===== config.mk =====
export PLATFORM = sky130hd
export DESIGN_NAME = lbp_ctrl
export DESIGN_NICKNAME = d
export VERILOG_FILES = /design/src/rtl/lbp_pkg.sv /design/src/rtl/lbp_ctrl.sv
export SDC_FILE = /design/constraint.sdc
export NUM_CORES = 1
export LEC_CHECK = 0
export BUFFER_PORTS_ARGS = -buffer_cell sky130_fd_sc_hd__buf_2
export CAP_MARGIN = 20
export CORE_AREA = 2 2 39 41
export CTS_CLUSTER_SIZE = 8
export DETAILED_ROUTE_END_ITERATION = 10
export DIE_AREA = 0 0 41 43
export GPL_TIMING_DRIVEN = 0
export PLACE_DENSITY_LB_ADDON = 0.08
export SYNTH_ARGS = -nofsm -noshare
export SYNTH_HDL_FRONTEND = slang
export SYNTH_SLANG_ARGS = --single-unit

===== constraint.sdc =====
create_clock -name clk -period 1.5 [get_ports clk]
set_clock_uncertainty 0.15 [all_clocks]
set_input_delay 0.3 -clock clk [delete_from_list [all_inputs] [get_ports clk]]
set_output_delay 0.3 -clock clk [all_outputs]
set_load 0.01 [all_outputs]

===== src/rtl/lbp_pkg.sv =====
// Loop branch profiler package: item types, status codes, controller states,
// control/status structs and default sizes. No dependencies.

package lbp_pkg;

    localparam int ENTRIES_DEF    = 16;
    localparam int COUNT_BITS_DEF = 32;
    localparam int ADDR_BITS_DEF  = 48;

    localparam int IN_ADDR_W = 48;
    localparam int OUT_CNT_W = 32;

    // result status codes
    localparam logic [1:0] STATUS_HIT   = 2'd0;
    localparam logic [1:0] STATUS_ALLOC = 2'd1;
    localparam logic [1:0] STATUS_DROP  = 2'd2;

    typedef struct packed {
        logic [IN_ADDR_W-1:0] branch_addr;
        logic                 taken;
    } in_item_t;

    typedef struct packed {
        logic [1:0]           status;
        logic [3:0]           slot;
        logic [OUT_CNT_W-1:0] seen_count;
        logic [OUT_CNT_W-1:0] invocations;
        logic [OUT_CNT_W-1:0] mean_trips;
        logic [OUT_CNT_W-1:0] change_count;
        logic [OUT_CNT_W-1:0] trip_count;
        logic [OUT_CNT_W-1:0] running_iters;
    } out_item_t;

    typedef enum logic [2:0] {
        ST_IDLE,
        ST_SCAN,
        ST_READ,
        ST_CALC,
        ST_DIV,
        ST_FINISH
    } lbp_state_t;

    // controller -> datapath
    typedef struct packed {
        logic load;
        logic scan;
        logic rd;
        logic calc;
        logic commit;
    } lbp_cmd_t;

    // datapath -> controller
    typedef struct packed {
        logic hit;
        logic miss;
        logic full;
        logic need_div;
        logic div_done;
    } lbp_sts_t;

endpackage


===== src/rtl/lbp_ctrl.sv =====
// Profiler controller: sequences scan, read, update, divide and commit,
// and owns the input ready and result valid. Depends on lbp_pkg.

module lbp_ctrl
    import lbp_pkg::*;
(
    input  logic     clk,
    input  logic     rst_n,
    input  logic     in_valid,
    output logic     in_ready,
    output logic     out_valid,
    input  logic     out_ready,
    input  lbp_sts_t sts,
    output lbp_cmd_t cmd
);

    lbp_state_t state_reg, state_next;
    logic       out_valid_reg, out_valid_next;

    always_ff @(posedge clk or negedge rst_n)
    begin
        if (!rst_n)
        begin
            state_reg     <= ST_IDLE;
            out_valid_reg <= 1'b0;
        end
        else
        begin
            state_reg     <= state_next;
            out_valid_reg <= out_valid_next;
        end
    end

    always_comb
    begin
        state_next     = state_reg;
        out_valid_next = out_valid_reg && !out_ready;
        cmd            = '0;
        in_ready       = 1'b0;
        unique case (state_reg)
            ST_IDLE:
            begin
                in_ready = 1'b1;
                if (in_valid)
                begin
                    cmd.load   = 1'b1;
                    state_next = ST_SCAN;
                end
            end
            ST_SCAN:
            begin
                cmd.scan = 1'b1;
                if (sts.hit)
                    state_next = ST_READ;
                else if (sts.miss)
                    state_next = sts.full ? ST_FINISH : ST_READ;
            end
            ST_READ:
            begin
                cmd.rd     = 1'b1;
                state_next = ST_CALC;
            end
            ST_CALC:
            begin
                cmd.calc   = 1'b1;
                state_next = sts.need_div ? ST_DIV : ST_FINISH;
            end
            ST_DIV:
            begin
                if (sts.div_done)
                    state_next = ST_FINISH;
            end
            ST_FINISH:
            begin
                // result register must be free or emptying this cycle
                if (!out_valid_reg || out_ready)
                begin
                    cmd.commit     = 1'b1;
                    out_valid_next = 1'b1;
                    state_next     = ST_IDLE;
                end
            end
            default:
            begin
                state_next = ST_IDLE;
            end
        endcase
    end

    assign out_valid = out_valid_reg;

endmodule


# [Word-level counts from Yosys, hierarchy flattened]
# Cells that the tools add are included.
[word_totals] register_bits=4 latch_bits=0 ram_bits=0 mem_bits_ro=0 inputBits=9 output_inout_bits=7 elab_cells=35 memories=0
[op_classes] addsub=0 multipliers=0 n_div=0 order_cmp=0 eq_ne=9 shift=0 mux=18 bitwise=0 n_reduce_logical=6
[ops] operator="2-to-1 mux 3 bit" n=6
[ops] operator="one-hot mux 3 bit (6 select lines)" n=1
[ops] operator="2-to-1 mux 1 bit" n=11
[ops] operator="== test 3 x 2 -> 1 bit, second input constant" n=2
[ops] operator="== test 3 bit, second input constant" n=2
[ops] operator="!= test 2 bit, second input constant" n=3
[ops] operator="AND reduction 4 bit" n=1
[ops] operator="== test 3 x 1 -> 1 bit, second input constant" n=1
[ops] operator="logical NOT 3 bit" n=1
[ops] operator="!= test 3 bit, second input constant" n=1
[ops] operator="logical NOT 1 bit" n=2
[ops] operator="logical AND 1 bit" n=1
[ops] operator="logical OR 1 bit" n=1

# [Depth between registers and ports, before layout]
[depth] depth_word=4 mapped_depth=4 ltp_nobuf=3

# [Least setup slack after synthesis]
# No wires, ideal clock.
[synth_timing] kind="flip-flop to output port" start="register state_reg[1]" end="output port cmd[4] (netlist bit)" arrival_ps=1118 t_required_ps=1050 setup_slack_ps=-68 stages_incl_launch_ff=4 n_path_buf=1 path_cell_list="dfrtp_1 -> buf_4 -> nor3_1 -> and2_1"
[synth_rtl] element="from (decl)" line_no="lbp_ctrl.sv:17" text="lbp_state_t state_reg, state_next;"
[synth_rtl] element="from (signal assigned)" line_no="lbp_ctrl.sv:29" text="state_reg <= state_next;"
[synth_rtl] element="to (decl)" line_no="lbp_ctrl.sv:14" text="output lbp_cmd_t cmd"

==> flow_summary.json <==
{
  "synth_seq_area_share": 0.311,
  "grt_first_pass_wirelength_mm": 1.35,
  "final_cell_mix": "buf_2 (15), buf_4 (4)",
  "cp.required_ns": 1.05,
  "critPathMaxStageDelay_ns": 0.40,
  "layout-drive-gt1-share": 0.590,
  "synth_area_um2": 322,
  "largest_register_ffs": 3,
  "vias_per_cell": 4.79,
  "grt_max_degree": 10,
  "clk_pin_slew_ns": 0.04,
  "finalSetupTns_ns": -0.765,
  "cap_violations": 0,
  "avgSynthCellArea_um2": 8.69,
  "status": "finished, violations left",
  "p_leak_uw": 0.000274,
  "route.met3.wl_um": 55,
  "multi_input_area_um2": 230,
  "worstSetupStartpointType": "flop",
  "slowest_stage": "or3_4",
  "worstMarginPinSlew_ns": 0.311,
  "ff_latch_area_um2": 101,
  "cp_max_fo": 5,
  "vias": 369,
  "setup_ws_ns": -0.233,
  "maxSlewViolCount": 0,
  "r2r-end": "state_reg[0]$_DFFE_PN0P_",
  "antenna_cells": 0,
  "fillers": 153,
  "end_kind": "output port",
  "io_pins": 16,
  "r2r_cells": 5,
  "drcViolationCount": 0,
  "drtAntennaViolNets": 0,
  "io_buffers": 15,
  "synth_fp_nets": 46,
  "cts_made_buffers": 3,
  "synth_edf_count": 0,
  "clock_sinks": 4,
  "routedWlPerCell_um": 11.2,
  "die_w_um": 41,
  "netlist_instances": 37,
  "stdcell_count": 77,
  "met2_length_um": 422,
  "failed_checks": "negative setup slack",
  "yosys_register_bits": 4,
  "globalplace.congestion": 0.730,
  "fmax_mhz": 577,
  "finalCriticalPeriod_ns": 1.73,
  "hold_violations": 0,
  "dieHeight_um": 43,
  "cts_tree": "done",
  "r2r_start": "state_reg[1]$_DFFE_PN0P_",
  "final_nets": 72,
  "drtIter0Drc": 9,
  "cts.path.max_buffers": 2,
  "hpwl_um": 639,
  "design.core.area_um2": 1380,
  "clock_latency_ns": 0.24,
  "rows": 14,
  "finalWirelength_um": 861,
  "track_usage": 0.120,
  "synth_ff_type": "dfrtp_1",
  "antenna_found_initial": 0,
  "critPathKind": "flop to output port",
  "grt_overflow": 0,
  "slew_headroom": 0.792,
  "r2r_slack_ns": -0.01,
  "h-tree-depth": 1,
  "top_layer_used": "met4",
  "place_ws_ns": -0.112,
  "fin_crit_sh": 1.16,
  "first_pass_iters": 4,
  "final_common_cell": "buf_2",
  "ys_types": 22,
  "rsz0062_at_grt": "yes",
  "path_cells": "inv_2 -> or3_4 -> nor2b_2 -> buf_2",
  "setup_viol": 7,
  "yosysWarningCount": 0,
  "hold_path_class": "input port to async pin",
  "syn2layout_area_growth_pct": 67.3,
  "powerDensity_nw_per_um2": 1970,
  "synthArstFlopShare": 1.00,
  "ctsRootBufferMaster": "clkbuf_4",
  "grt_pass1_vias": 343,
  "vdd_ir_drop_max_mv": 0.579,
  "dp.cells": 68,
  "die_area_um2": 1760,
  "initial_core_util": 0.232,
  "met1_length_um": 363,
  "crit_arrival_ns": 1.28
}
==> worst max-delay path: cells and delay by family, from the launching register on <==
| kind | cells | cell delay, ns |
|---|---|---|
| flops | 1 | 0.36 |
| buf+inv | 2 | 0.18 |
| simple gates | 2 | 0.51 |
==> power breakdown <==
part / switching (uW) / internal, uW
clock network: 45.9 / 89.6
registers: 36.1 / 161
logic: 350 / 380
total: 432 / 631
==> cell usage after synthesis, types with 2 or more instances <==
library cell,number,area share
and3_1,2,0.039
o21ai_0,2,0.031
buf_4,2,0.047
nor2b_1,4,0.078
dfrtp_1,4,0.31
nor3b_1,3,0.070
inv_1,2,0.023
a211o_1,2,0.054
nand2_1,3,0.035
==> cell type report <==
cell class,count,share of cell area
Buffer,1,0.0209
Clock buffer,3,0.0419
Inverter,3,0.0209
Multi-Input combinational cell,28,0.428
Sequential cell,4,0.188
Tap cell,16,0.0372
Timing Repair Buffer,22,0.263
==> layer usage <==
metal,vias to the layer above,GRT usage
li1,181,-
met1,168,0.134
met4,0,0.100
met5,-,0
met3,4,0.0471
met2,16,0.169
==> stage by stage <==
stage / utilization / total power (uW) / cell area, um^2 / hold WS (ns)
finish: 0.389 / 1060 / 538 / 0.245
global route: 0.389 / 1150 / 538 / 0.254
floorplan: - / 580 / 329 / -0.146
global placement: 0.307 / 741 / 424 / -0.0418
CTS: 0.362 / 962 / 500 / 0.247
detailed placement: 0.307 / 727 / 424 / -0.0355
==> kinds of logic (layout without fill, tap and decap cells) <==
kind of cell | after synthesis | count (layout) | synth area share
and+or+nand+nor | 19 | 19 | 0.370
AOI/OAI and AO/OA | 9 | 9 | 0.237
buffers and inverters | 5 | 29 | 0.0817
DFF | 4 | 4 | 0.311
==> timing repair <==
action | 4_1_cts | 5_1_grt
setup buffers | 4 | 2
resized for setup | 5 | 7
setup endpoints to repair | 6 | 9
hold buffers | 1 | 0
endpoints found under the hold margin | 4 | 0
pin swaps | 0 | 1
cloned | 0 | 0
==> how the worst max path moves through the flow <==
stage | start | endpoint | slack [ns] | depth (start not counted)
floorplan | state_reg[0]$_DFFE_PN0P_ | cmd[0] | 0.03 | 4
detailed placement | state_reg[2]$_DFFE_PN0P_ | cmd[0] | -0.11 | 4
finish | state_reg[2]$_DFFE_PN0P_ | cmd[0] | -0.23 | 4
global route | state_reg[2]$_DFFE_PN0P_ | cmd[0] | -0.29 | 4
global placement | state_reg[2]$_DFFE_PN0P_ | cmd[0] | -0.13 | 4
CTS | state_reg[0]$_DFFE_PN0P_ | cmd[0] | -0.25 | 5
Note: power is estimated with default switching activity, not from simulation.
